--- src/design/kclt_pkg.sv ---
package kclt_pkg;

   localparam int KEY_W  = 64;
   localparam int DATA_W = 32;
   localparam int TIME_W = 32;
   localparam int CAP_W  = 5;

   // Operation codes of an input transaction.
   localparam logic [1:0] MODE_GET        = 2'd0;
   localparam logic [1:0] MODE_PUT        = 2'd1;
   localparam logic [1:0] MODE_INVALIDATE = 2'd2;
   localparam logic [1:0] MODE_CLEAR      = 2'd3;

   // Result status codes.
   localparam logic [1:0] STAT_OK        = 2'd0;
   localparam logic [1:0] STAT_MISS      = 2'd1;
   localparam logic [1:0] STAT_EXPIRED   = 2'd2;
   localparam logic [1:0] STAT_NOT_FOUND = 2'd3;

   // Configuration register indexes.
   localparam logic [1:0] REG_CAPACITY = 2'd0;
   localparam logic [1:0] REG_POLICY   = 2'd1;
   localparam logic [1:0] REG_EXPIRY   = 2'd2;
   localparam logic [1:0] REG_TTL      = 2'd3;

   localparam logic POLICY_LRU = 1'b0;
   localparam logic POLICY_LFU = 1'b1;

   typedef struct packed {
      logic [CAP_W-1:0]  capacity;
      logic              replace_policy;
      logic [1:0]        expiry_mode;
      logic [TIME_W-1:0] ttl_seconds;
   } cfg_type;

endpackage

--- src/design/kclt_ram.sv ---
module kclt_ram #(
   parameter int WIDTH = 8,
   parameter int DEPTH = 16
) (
   input  logic                     clock,
   input  logic                     wr_en,
   input  logic [$clog2(DEPTH)-1:0] wr_addr,
   input  logic [WIDTH-1:0]         wr_data,
   input  logic [$clog2(DEPTH)-1:0] rd_addr,
   output logic [WIDTH-1:0]         rd_data
);

   logic [WIDTH-1:0] mem [DEPTH];
   logic [WIDTH-1:0] rd_data_ff;

   always_ff @(posedge clock) begin
      if (wr_en) begin
         mem[wr_addr] <= wr_data;
      end
      rd_data_ff <= mem[rd_addr];
   end

   assign rd_data = rd_data_ff;

endmodule

--- src/design/kclt_csr.sv ---
module kclt_csr
   import kclt_pkg::*;
(
   input  logic        clock,
   input  logic        reset,
   input  logic        csr_we,
   input  logic [1:0]  csr_index,
   input  logic [31:0] csr_wdata,
   output cfg_type     cfg
);

   cfg_type cfg_ff;

   always_ff @(posedge clock) begin
      if (reset) begin
         cfg_ff.capacity       <= CAP_W'(16);
         cfg_ff.replace_policy <= POLICY_LRU;
         cfg_ff.expiry_mode    <= 2'd0;
         cfg_ff.ttl_seconds    <= '0;
      end else if (csr_we) begin
         unique case (csr_index)
            REG_CAPACITY: cfg_ff.capacity       <= csr_wdata[CAP_W-1:0];
            REG_POLICY:   cfg_ff.replace_policy <= csr_wdata[0];
            REG_EXPIRY:   cfg_ff.expiry_mode    <= csr_wdata[1:0];
            REG_TTL:      cfg_ff.ttl_seconds    <= csr_wdata[TIME_W-1:0];
            default:      cfg_ff.ttl_seconds    <= cfg_ff.ttl_seconds;
         endcase
      end
   end

   assign cfg = cfg_ff;

endmodule

--- src/design/keyed_cache_lru_lfu_ttl.sv ---
// Channel        Ports                               Handshake
// request        req_mode req_key req_value req_now  accepted when start is high and busy low
// response       rsp_status rsp_hit_value            one-cycle strobe rsp_valid
//                rsp_evicted rsp_held_count
// configuration  csr_we csr_index csr_wdata          written when csr_we is high
//
// A get that misses, an invalidate of an absent key and a clear respond after the search sweep
// alone; every other transaction adds a rewrite sweep. Both sweeps pass through the single slot
// RAM: the search sweep looks for the key, the victim and the first free slot, and the rewrite
// sweep rewrites the recency ranks and the one target slot.
// Reset is synchronous and empties the cache; slot contents are not cleared since the valid
// bits guard them. The response cannot be stalled; busy falls in the cycle it is shown.
module keyed_cache_lru_lfu_ttl
   import kclt_pkg::*;
#(
   parameter int ENTRIES = 16
) (
   input  logic              clock,
   input  logic              reset,
   input  logic              start,
   output logic              busy,
   input  logic [1:0]        req_mode,
   input  logic [KEY_W-1:0]  req_key,
   input  logic [DATA_W-1:0] req_value,
   input  logic [TIME_W-1:0] req_now,
   output logic              rsp_valid,
   output logic [1:0]        rsp_status,
   output logic [DATA_W-1:0] rsp_hit_value,
   output logic              rsp_evicted,
   output logic [CAP_W-1:0]  rsp_held_count,
   input  logic              csr_we,
   input  logic [1:0]        csr_index,
   input  logic [31:0]       csr_wdata
);

   localparam int RW = $clog2(ENTRIES);
   localparam int CW = $clog2(ENTRIES + 1);
   localparam logic [CW-1:0] ENT_C = CW'(ENTRIES);

   // One slot as it is stored in the RAM. The rank is 0 for the most recent entry.
   typedef struct packed {
      logic [KEY_W-1:0]  key;
      logic [DATA_W-1:0] value;
      logic [TIME_W-1:0] created;
      logic [31:0]       uses;
      logic [RW-1:0]     rank;
   } rec_type;

   localparam int REC_W = $bits(rec_type);

   typedef enum logic [1:0] {
      S_IDLE,
      S_SCAN,
      S_DECIDE,
      S_PASS
   } state_type;

   cfg_type cfg;

   kclt_csr u_csr (
      .clock     (clock),
      .reset     (reset),
      .csr_we    (csr_we),
      .csr_index (csr_index),
      .csr_wdata (csr_wdata),
      .cfg       (cfg)
   );

   // Sequencer state.
   state_type         state_ff, state_in;
   logic [CW-1:0]     cnt_ff, cnt_in;
   logic [1:0]        op_ff, op_in;
   logic [KEY_W-1:0]  key_ff, key_in;
   logic [DATA_W-1:0] value_ff, value_in;
   logic [TIME_W-1:0] now_ff, now_in;

   // What the search sweep found.
   logic              hit_ff, hit_in;
   logic [RW-1:0]     hit_slot_ff, hit_slot_in;
   rec_type           hit_rec_ff, hit_rec_in;
   logic              vic_ff, vic_in;
   logic [RW-1:0]     vic_slot_ff, vic_slot_in;
   logic [RW-1:0]     vic_rank_ff, vic_rank_in;
   logic [31:0]       vic_uses_ff, vic_uses_in;
   logic              free_ff, free_in;
   logic [RW-1:0]     free_slot_ff, free_slot_in;

   // Occupancy.
   logic [ENTRIES-1:0] valid_ff, valid_in;
   logic [CW-1:0]      total_ff, total_in;

   // How the rewrite sweep adjusts the ranks, and the one slot it rewrites in full.
   logic              drop_ff, drop_in;
   logic [RW-1:0]     drop_rank_ff, drop_rank_in;
   logic              bump_all_ff, bump_all_in;
   logic              bump_below_ff, bump_below_in;
   logic [RW-1:0]     bump_rank_ff, bump_rank_in;
   logic              tgt_ff, tgt_in;
   logic [RW-1:0]     tgt_slot_ff, tgt_slot_in;
   rec_type           tgt_rec_ff, tgt_rec_in;

   // Response registers.
   logic              rsp_valid_ff, rsp_valid_in;
   logic [1:0]        rsp_status_ff, rsp_status_in;
   logic [DATA_W-1:0] rsp_hit_value_ff, rsp_hit_value_in;
   logic              rsp_evicted_ff, rsp_evicted_in;
   logic [CAP_W-1:0]  rsp_held_ff, rsp_held_in;

   // RAM port.
   logic              ram_we;
   logic [RW-1:0]     ram_wr_addr;
   rec_type           ram_wr_rec;
   logic [RW-1:0]     ram_rd_addr;
   logic [REC_W-1:0]  ram_rd_data;
   rec_type           rd_rec;

   kclt_ram #(
      .WIDTH (REC_W),
      .DEPTH (ENTRIES)
   ) u_slots (
      .clock   (clock),
      .wr_en   (ram_we),
      .wr_addr (ram_wr_addr),
      .wr_data (ram_wr_rec),
      .rd_addr (ram_rd_addr),
      .rd_data (ram_rd_data)
   );

   assign rd_rec = rec_type'(ram_rd_data);

   logic [CW-1:0] cnt_m1;
   logic [RW-1:0] pidx;
   logic          pvalid;
   logic [CW-1:0] cap_eff;

   // The slot whose read data arrives now is the one addressed in the cycle before.
   assign cnt_m1      = cnt_ff - 1'b1;
   assign pidx        = cnt_m1[RW-1:0];
   assign pvalid      = valid_ff[pidx];
   assign ram_rd_addr = (cnt_ff < ENT_C) ? cnt_ff[RW-1:0] : '0;

   always_comb begin
      if (cfg.capacity == '0) begin
         cap_eff = CW'(1);
      end else if (32'(cfg.capacity) > ENTRIES) begin
         cap_eff = ENT_C;
      end else begin
         cap_eff = CW'(cfg.capacity);
      end
   end

   logic          expired;
   logic [31:0]   age;
   logic          do_evict;
   logic [RW-1:0] ins_slot;
   logic [RW-1:0] new_rank;

   assign age     = now_ff - hit_rec_ff.created;
   assign expired = cfg.expiry_mode[0] && (age > cfg.ttl_seconds);
   assign do_evict = (total_ff >= cap_eff) && vic_ff;

   // After an eviction the lowest free slot is the lower of the victim and the first free one.
   always_comb begin
      if (do_evict && (!free_ff || (vic_slot_ff < free_slot_ff))) begin
         ins_slot = vic_slot_ff;
      end else begin
         ins_slot = free_slot_ff;
      end
   end

   // Rank of a surviving slot after a removal and an insertion or promotion.
   always_comb begin
      new_rank = rd_rec.rank;
      if (drop_ff && (rd_rec.rank > drop_rank_ff)) begin
         new_rank = new_rank - 1'b1;
      end
      if (bump_all_ff || (bump_below_ff && (rd_rec.rank < bump_rank_ff))) begin
         new_rank = new_rank + 1'b1;
      end
   end

   always_comb begin
      state_in         = state_ff;
      cnt_in           = cnt_ff;
      op_in            = op_ff;
      key_in           = key_ff;
      value_in         = value_ff;
      now_in           = now_ff;
      hit_in           = hit_ff;
      hit_slot_in      = hit_slot_ff;
      hit_rec_in       = hit_rec_ff;
      vic_in           = vic_ff;
      vic_slot_in      = vic_slot_ff;
      vic_rank_in      = vic_rank_ff;
      vic_uses_in      = vic_uses_ff;
      free_in          = free_ff;
      free_slot_in     = free_slot_ff;
      valid_in         = valid_ff;
      total_in         = total_ff;
      drop_in          = drop_ff;
      drop_rank_in     = drop_rank_ff;
      bump_all_in      = bump_all_ff;
      bump_below_in    = bump_below_ff;
      bump_rank_in     = bump_rank_ff;
      tgt_in           = tgt_ff;
      tgt_slot_in      = tgt_slot_ff;
      tgt_rec_in       = tgt_rec_ff;
      rsp_valid_in     = 1'b0;
      rsp_status_in    = rsp_status_ff;
      rsp_hit_value_in = rsp_hit_value_ff;
      rsp_evicted_in   = rsp_evicted_ff;
      rsp_held_in      = rsp_held_ff;
      ram_we           = 1'b0;
      ram_wr_addr      = pidx;
      ram_wr_rec       = rd_rec;

      unique case (state_ff)
         S_IDLE: begin
            if (start) begin
               state_in = S_SCAN;
               cnt_in   = '0;
               op_in    = req_mode;
               key_in   = req_key;
               value_in = req_value;
               now_in   = req_now;
               hit_in   = 1'b0;
               vic_in   = 1'b0;
               free_in  = 1'b0;
            end
         end

         S_SCAN: begin
            cnt_in = cnt_ff + 1'b1;
            if (cnt_ff != '0) begin
               if (pvalid && (rd_rec.key == key_ff) && !hit_ff) begin
                  hit_in      = 1'b1;
                  hit_slot_in = pidx;
                  hit_rec_in  = rd_rec;
               end
               if (pvalid) begin
                  if (!vic_ff ||
                      ((cfg.replace_policy == POLICY_LRU) && (rd_rec.rank > vic_rank_ff)) ||
                      ((cfg.replace_policy == POLICY_LFU) && (rd_rec.uses < vic_uses_ff))) begin
                     vic_in      = 1'b1;
                     vic_slot_in = pidx;
                     vic_rank_in = rd_rec.rank;
                     vic_uses_in = rd_rec.uses;
                  end
               end else if (!free_ff) begin
                  free_in      = 1'b1;
                  free_slot_in = pidx;
               end
            end
            if (cnt_ff == ENT_C) begin
               state_in = S_DECIDE;
            end
         end

         S_DECIDE: begin
            drop_in          = 1'b0;
            bump_all_in      = 1'b0;
            bump_below_in    = 1'b0;
            tgt_in           = 1'b0;
            rsp_status_in    = STAT_OK;
            rsp_hit_value_in = '0;
            rsp_evicted_in   = 1'b0;
            state_in         = S_PASS;
            cnt_in           = '0;
            tgt_rec_in       = hit_rec_ff;
            tgt_slot_in      = hit_slot_ff;
            bump_rank_in     = hit_rec_ff.rank;
            drop_rank_in     = hit_rec_ff.rank;

            unique case (op_ff)
               MODE_GET: begin
                  if (!hit_ff) begin
                     rsp_status_in = STAT_MISS;
                     state_in      = S_IDLE;
                     rsp_valid_in  = 1'b1;
                  end else if (expired) begin
                     rsp_status_in         = STAT_EXPIRED;
                     drop_in               = 1'b1;
                     valid_in[hit_slot_ff] = 1'b0;
                     total_in              = total_ff - 1'b1;
                  end else begin
                     tgt_in = 1'b1;
                     if (hit_rec_ff.uses != '1) begin
                        tgt_rec_in.uses = hit_rec_ff.uses + 1'b1;
                     end
                     if (cfg.replace_policy == POLICY_LRU) begin
                        bump_below_in   = 1'b1;
                        tgt_rec_in.rank = '0;
                     end
                     rsp_hit_value_in = hit_rec_ff.value;
                  end
               end

               MODE_PUT: begin
                  tgt_in             = 1'b1;
                  tgt_rec_in.key     = key_ff;
                  tgt_rec_in.value   = value_ff;
                  tgt_rec_in.created = now_ff;
                  tgt_rec_in.uses    = 32'd1;
                  if (hit_ff) begin
                     if (cfg.replace_policy == POLICY_LRU) begin
                        bump_below_in   = 1'b1;
                        tgt_rec_in.rank = '0;
                     end
                  end else begin
                     // A new key: free one slot if full, then enter as most recent.
                     if (do_evict) begin
                        drop_in               = 1'b1;
                        drop_rank_in          = vic_rank_ff;
                        valid_in[vic_slot_ff] = 1'b0;
                        rsp_evicted_in        = 1'b1;
                     end
                     bump_all_in        = 1'b1;
                     tgt_slot_in        = ins_slot;
                     tgt_rec_in.rank    = '0;
                     valid_in[ins_slot] = 1'b1;
                     total_in           = do_evict ? total_ff : total_ff + 1'b1;
                  end
               end

               MODE_INVALIDATE: begin
                  if (hit_ff) begin
                     drop_in               = 1'b1;
                     valid_in[hit_slot_ff] = 1'b0;
                     total_in              = total_ff - 1'b1;
                  end else begin
                     rsp_status_in = STAT_NOT_FOUND;
                     state_in      = S_IDLE;
                     rsp_valid_in  = 1'b1;
                  end
               end

               MODE_CLEAR: begin
                  valid_in     = '0;
                  total_in     = '0;
                  state_in     = S_IDLE;
                  rsp_valid_in = 1'b1;
               end

               default: begin
                  state_in = S_IDLE;
               end
            endcase
            rsp_held_in = CAP_W'(total_in);
         end

         S_PASS: begin
            // Reads run one slot ahead of writes, so a write never meets a pending read.
            cnt_in = cnt_ff + 1'b1;
            if ((cnt_ff != '0) && pvalid) begin
               ram_we = 1'b1;
               if (tgt_ff && (pidx == tgt_slot_ff)) begin
                  ram_wr_rec = tgt_rec_ff;
               end else begin
                  ram_wr_rec      = rd_rec;
                  ram_wr_rec.rank = new_rank;
               end
            end
            if (cnt_ff == ENT_C) begin
               state_in     = S_IDLE;
               rsp_valid_in = 1'b1;
            end
         end

         default: begin
            state_in = S_IDLE;
         end
      endcase
   end

   always_ff @(posedge clock) begin
      if (reset) begin
         state_ff     <= S_IDLE;
         cnt_ff       <= '0;
         valid_ff     <= '0;
         total_ff     <= '0;
         rsp_valid_ff <= 1'b0;
      end else begin
         state_ff     <= state_in;
         cnt_ff       <= cnt_in;
         valid_ff     <= valid_in;
         total_ff     <= total_in;
         rsp_valid_ff <= rsp_valid_in;
      end
      op_ff            <= op_in;
      key_ff           <= key_in;
      value_ff         <= value_in;
      now_ff           <= now_in;
      hit_ff           <= hit_in;
      hit_slot_ff      <= hit_slot_in;
      hit_rec_ff       <= hit_rec_in;
      vic_ff           <= vic_in;
      vic_slot_ff      <= vic_slot_in;
      vic_rank_ff      <= vic_rank_in;
      vic_uses_ff      <= vic_uses_in;
      free_ff          <= free_in;
      free_slot_ff     <= free_slot_in;
      drop_ff          <= drop_in;
      drop_rank_ff     <= drop_rank_in;
      bump_all_ff      <= bump_all_in;
      bump_below_ff    <= bump_below_in;
      bump_rank_ff     <= bump_rank_in;
      tgt_ff           <= tgt_in;
      tgt_slot_ff      <= tgt_slot_in;
      tgt_rec_ff       <= tgt_rec_in;
      rsp_status_ff    <= rsp_status_in;
      rsp_hit_value_ff <= rsp_hit_value_in;
      rsp_evicted_ff   <= rsp_evicted_in;
      rsp_held_ff      <= rsp_held_in;
   end

   assign busy           = (state_ff != S_IDLE);
   assign rsp_valid      = rsp_valid_ff;
   assign rsp_status     = rsp_status_ff;
   assign rsp_hit_value  = rsp_hit_value_ff;
   assign rsp_evicted    = rsp_evicted_ff;
   assign rsp_held_count = rsp_held_ff;

   // The entry count always agrees with the valid bits.
   a_count_matches: assert property (@(posedge clock) disable iff (reset)
      $countones(valid_ff) == int'(total_ff))
      else $error("entry count differs from the number of valid slots");

   // A response is never shown twice in a row.
   a_single_strobe: assert property (@(posedge clock) disable iff (reset)
      rsp_valid |=> !rsp_valid)
      else $error("response strobe held for more than one cycle");

   // An accepted transaction keeps the block busy in the following cycle.
   a_accept_busy: assert property (@(posedge clock) disable iff (reset)
      (start && !busy) |=> busy)
      else $error("transaction accepted without going busy");

   // Only a get hit returns a handle.
   a_hit_value_zero: assert property (@(posedge clock) disable iff (reset)
      (rsp_valid && (rsp_status != STAT_OK)) |-> (rsp_hit_value == '0))
      else $error("handle returned on a response that is not a hit");

   // An eviction is reported only with an OK status and a count that is not zero. Only an insertion evicts.
   a_evict_count: assert property (@(posedge clock) disable iff (reset)
      (rsp_valid && rsp_evicted) |-> (rsp_status == STAT_OK && total_ff != '0))
      else $error("eviction reported on a failed transaction or an empty cache");

endmodule
--- config.mk ---
export PLATFORM = sky130hd
export DESIGN_NAME = keyed_cache_lru_lfu_ttl
export DESIGN_NICKNAME = d
export VERILOG_FILES = /design/src/design/kclt_pkg.sv /design/src/design/kclt_ram.sv /design/src/design/kclt_csr.sv /design/src/design/keyed_cache_lru_lfu_ttl.sv
export SDC_FILE = /design/constraint.sdc
export NUM_CORES = 2
export LEC_CHECK = 0
export BUFFER_PORTS_ARGS = -buffer_cell sky130_fd_sc_hd__buf_2
export CORE_MARGIN = 2
export CORE_UTILIZATION = 40
export CTS_BUF_LIST = sky130_fd_sc_hd__clkbuf_4
export DETAILED_ROUTE_END_ITERATION = 10
export GPL_ROUTABILITY_DRIVEN = 0
export GPL_TIMING_DRIVEN = 1
export PLACE_DENSITY = 0.66
export SLEW_MARGIN = 40
export SYNTH_ARGS = -nofsm -noshare
export SYNTH_HDL_FRONTEND = slang
export SYNTH_HIERARCHICAL = 1
export SYNTH_SLANG_ARGS = --single-unit
--- constraint.sdc ---
create_clock -name clock -period 17.7 [get_ports clock]
set_input_delay 3.54 -clock clock [delete_from_list [all_inputs] [get_ports clock]]
set_output_delay 3.54 -clock clock [all_outputs]
set_load 0.01 [all_outputs]
======== Word level (Yosys, flattened, before mapping) ========
Memories as Yosys holds them, arrays and structs flattened. A register that Yosys moved wholly into a read port is not among the register bits.
Cells that the tools add are included.
word-level totals
  bits in registers ....................... 633
  latch bits .............................. 0
  bits in writable memories ............... 2624
  ROM bits ................................ 0
  input bits .............................. 168
  logic and storage cells ................. 235
  memories kept ........................... 1
memory list
  memory       depth  bits a word  rd ports  clocked after Yosys merged registers in  wr ports  RTL line        text
  u_slots.mem  16     164          1         1                                        1         kclt_ram.sv:13  logic [WIDTH-1:0] mem [DEPTH];
operators by class
  add/sub/neg operators ................... 8
  multiply operators ...................... 0
  divide/modulo/power cells ............... 0
  order comparisons ....................... 16
  equality and inequality tests ........... 25
  shift operators ......................... 0
  multiplexer cells ....................... 89
  bitwise logic cells ..................... 10
  reduce and logical (&&, ||, !) cells .... 44
operators by type and width
  operator                 count
  $mux W164                3
  $mux W128                1
  $mux W16                 8
  $mux W36                 2
  $pmux W36 S2             1
  $eq A64 B64 Y1           1
  $pmux W16 S4             1
  $mux W4                  11
  $mux W5                  8
  $add A32 B1 Y32 const B  1
  $and A16 B16 Y16         2
  $gt A32 B32 Y1           1
  $lt A32 B32 Y1           1
  $mux W32                 1
  $ne A32 B32 Y1 const B   1
  $not A16 Y16             2
  $sub A32 B32 Y32         1
  $mux W1                  29
  $ne A2 B2 Y1 const B     12
  $lt A4 B5 Y1 const B     4
  $pmux W5 S4              1
  $or A16 B16 Y16          1
  $reduce_and A4 Y1        4
  $pmux W5 S3              1
  other kinds (34)         94

======== Logic depth before layout (Yosys ltp) ========
  depth after elaboration ................. 14
  gate-level depth with buffers ........... 22
  mapped depth without buffers ............ 21

======== By module ========
The synthesis kept the hierarchy.
by module, submodules not included
  module                   times used  cells an instance  area each (µm²)
  kclt_ram                 1           4277               101726.3
  keyed_cache_lru_lfu_ttl  1           2455               29539.6
  kclt_csr                 1           170                1765.4

======== Worst setup path after synthesis ========
Ideal clock, no wire load.
  path type ............................... reg2reg
  from .................................... reg cnt_ff[0]
  to ...................................... mem u_slots/mem[0][0] (netlist bit), enable pin
  setup time .............................. 0.888 ns
  data arrival time ....................... 13.686 ns
  slack ................................... 3.125 ns
  cell stages (with the launch flop) ...... 11
  cell sequence ........................... dfxtp_1 buf_2 inv_1 ha_1 clkbuf_1 mux4_2 mux4_2 nand4_4 inv_2 or3b_2 nor3_1
on the way
  longest elaborated chain between the ends .. 8
  elaborated cells on any way between the ends .. 9
ends and longest elaborated chain
  element                        RTL line                        text
  from (decl)                    keyed_cache_lru_lfu_ttl.sv:71   logic [CW-1:0] cnt_ff, cnt_in;
  from (signal assigned)         keyed_cache_lru_lfu_ttl.sv:384  cnt_ff <= cnt_in;
  $sub A4 B1 Y4                  keyed_cache_lru_lfu_ttl.sv:137  assign cnt_m1 = cnt_ff - 1'b1;
  via cnt_m1[0]                  keyed_cache_lru_lfu_ttl.sv:131  logic [CW-1:0] cnt_m1;
  $bmux W1 S4                    keyed_cache_lru_lfu_ttl.sv:139  assign pvalid = valid_ff[pidx];
  $mux W1 (implied by the code)  keyed_cache_lru_lfu_ttl.sv:139
  $logic_and A1 B1 Y1            keyed_cache_lru_lfu_ttl.sv:354  if ((cnt_ff != '0) && pvalid) begin
  $mux W1                        keyed_cache_lru_lfu_ttl.sv:354
  $mux W1                        keyed_cache_lru_lfu_ttl.sv:217  unique case (state_ff)
  via ram_we                     keyed_cache_lru_lfu_ttl.sv:110  logic ram_we;
  $mux W1                        kclt_ram.sv:17                  if (wr_en) begin
  $mux W1 (implied by the code)  kclt_ram.sv:18                  mem[wr_addr] <= wr_data;
  to (decl)                      kclt_ram.sv:13
The timed path passes the listed nets, and every way through them passes these cells. The select of a mux whose other input is x is not followed.

======== Worst setup path in the final report ========
  from .................................... reg now_ff[0]
  to ...................................... reg tgt_rec_ff[33] (netlist bit), data pin
on the way
  longest elaborated chain between the ends .. 6
ends and longest elaborated chain
  element                 RTL line                        text
  from (decl)             keyed_cache_lru_lfu_ttl.sv:75   logic [TIME_W-1:0] now_ff, now_in;
  from (signal assigned)  keyed_cache_lru_lfu_ttl.sv:392  now_ff <= now_in;
  $sub A32 B32 Y32        keyed_cache_lru_lfu_ttl.sv:158  assign age = now_ff - hit_rec_ff.created;
  $gt A32 B32 Y1          keyed_cache_lru_lfu_ttl.sv:159  assign expired = cfg.expiry_mode[0] && (age > cfg.ttl_seconds);
  $logic_and A1 B1 Y1     keyed_cache_lru_lfu_ttl.sv:159
  $mux W36                keyed_cache_lru_lfu_ttl.sv:280  end else if (expired) begin
  $mux W36                keyed_cache_lru_lfu_ttl.sv:276  if (!hit_ff) begin
  $pmux W36 S2            keyed_cache_lru_lfu_ttl.sv:274  unique case (op_ff)
  to (signal assigned)    keyed_cache_lru_lfu_ttl.sv:409  tgt_rec_ff <= tgt_rec_in;
  to (decl)               keyed_cache_lru_lfu_ttl.sv:100  rec_type tgt_rec_ff, tgt_rec_in;
Every way passes these cells.
A chain may end at the register's enable or synchronous reset.

==> metrics <==
routed len/inst=26.4 um; final period utilization=0.365; Initial Util=0.402; fmax=155 MHz; Int Power=about 0.012 W; first-pass GRT wire length=roughly 490,000 um; Slew headroom=0.396; Post-Syn Nets=7,189; clock network power share=0.404; failing checks=design-rule violations; max cap viols=0; # clock sinks=3,421; commonest non-fill, non-tap cell in the layout=edfxtp_1; final core occ=0.456; Synth Area per Inst=19.3 sq um; DIE WIDTH=581 um; switching portion of total power=0.226; Detailed Route WL=338,000 um; H-tree Lvls=6; root buffer cell=clkbuf_4; Setup CP Type=reg2reg; Worst R2R Path Depth=19; Worst Path Required=roughly 19,000 ps; pin count of the biggest net entering global routing=approximately 120; TNS Setup=0 ps; HPWL Detailed=184,000 um; Die H=581 um; clock skew=206 ps; Crit. End Element=flop; Hold Vio Cnt, Final=0; slowest CP cell=nor3_2; number of buffers and inverters on the critical path=2; dpl ws=11,050 ps; vias in the first global route=73,100; die area=approximately 0.34 sq mm; global-route usage over all layers=0.197; Switching Power=approximately 0.0036 W; multi-input logic area=~0.03 sq mm; CTS max path bufs=4; Hold WC Path Type=reg2reg; CTS Hold Bufs=0; Buffers on Ports=between 200 and 250; Yosys Warn Count=6; most frequent cells in the layout=edfxtp_1, clkbuf_4, mux4_2; # fillers=28,100; Min-Delay Path Depth=0; Clk Latency, worst-skew pair=1620 ps; Layout Nets=8,038; initial drt markers=approximately 8,000; final worst path period need=6460 ps; via count=about 72,000; core footprint=0.331 sq mm; vias per cell=between 5 and 6; Initial DRT Pass Iterations=9; Final setup viols=0; outcome=finished, violations left; Gate power share=0.040; RSZ-0062 raised after global routing=false; Critical Path Stages=19; Pwr per Cell Area=about 110 mW/mm^2; Leakage=49.4 nW; fraction of layout cells with a size suffix above 1=0.308; Slew Viols, Final=0; CTS Buf Count=825; CP peak stage delay=710 ps; Seq. cell area=about 0.1 sq mm; CP startpoint kind=flop; Worst VDD drop=0.0791 mV; Post-Syn Area=0.133 sq mm; worst-path cell chain=inv_1, ha_1, inv_1, fa_1, a21oi_1, o311ai_2, a2bb2oi_1, a311oi_1, o41ai_2, a41oi_1, o311ai_1, ha_1, nand4_1, nor4_1, a31oi_1, o21a_1, nor3_2, a31oi_1, a41o_1; Area Overhead vs Synth=13.4%; initial antenna violation count=24; setup ws final=11,240 ps; Post-CTS Setup Inserts=0; worst-path fanout max=15; GRT overflow=0; Pwr Total=0.0161 W; Detail Route Antenna Nets=0; Arr. time, crit path=7670 ps; Syn Inst Count=6,899; DRC violations left=3; CP top delay family=compound AO/OA/AOI/OAI gates; Rows=211; CTS tree=yes; boundary pin count=210; sequential fraction of design power=0.557; CTS resizes=0; clock-pin transition on the worst setup and hold timing paths=70 ps; Worst-Margin Slew=906 ps
## path summary, 6_finish.rpt
check	slack [ps]	end	start
worst min register to register	290	hit_rec_ff[83]	u_slots/rd_data[83]
worst max register to register	11240	tgt_rec_ff[33]	now_ff[0]
worst max-delay path	11240	tgt_rec_ff[33]	now_ff[0]
worst min-delay path	290	hit_rec_ff[83]	u_slots/rd_data[83]
## through the flow
| step | instance area [sq um] | hold WS (ps) | instances |
|---|---|---|---|
| global placement | 139000 | 411 | 11300 |
| floorplan | 133000 | 403 | 6899 |
| CTS | 151000 | 264 | 12800 |
| finish | 151000 | 293 | 12800 |
| global route | 151000 | 299 | 12800 |
| detailed placement | 140000 | 412 | 11300 |
## sequential cells by signal, summed over array words and instances, names as in the netlist, 39 cells and up
| name | count |
|---|---|
| u_slots/mem | 2624 |
| hit_rec_ff | 164 |
| tgt_rec_ff | 164 |
| u_slots/rd_data | 164 |
| key_ff | 64 |
| u_csr/cfg | 39 |
## power groups by stage
| stage | sequential [W] | combinational [W] | clock (W) |
|---|---|---|---|
| 5_1_grt | 0.00893 | 0.000701 | 0.00704 |
| 6_report | 0.00894 | 0.000641 | 0.00648 |
| 3_3_place_gp | 0.00911 | 0.000622 | 0 |
| 3_5_place_dp | 0.00911 | 0.000643 | 0 |
| 2_1_floorplan | 0.00908 | 0.000460 | 0 |
| 4_1_cts | 0.00894 | 0.000645 | 0.00663 |
## per-layer routing
layer	track usage	up-vias	share of wire
li1	-	30200	-
met1	0.279	37000	0.42
met2	0.310	3740	0.47
met3	0.0400	547	0.092
met4	0.0557	6	0.023
met5	0	-	0.00011
## area by class of cell
class,count,area share
multi-input cells,2995,0.203
diodes,9,0.000149
well taps,4366,0.0362
clock inverters,266,0.00877
repair buffers,367,0.0201
inverters,138,0.00352
flip-flops and latches,3421,0.666
clock buffers,1256,0.0625
Note: power is estimated with default switching activity, not from simulation.
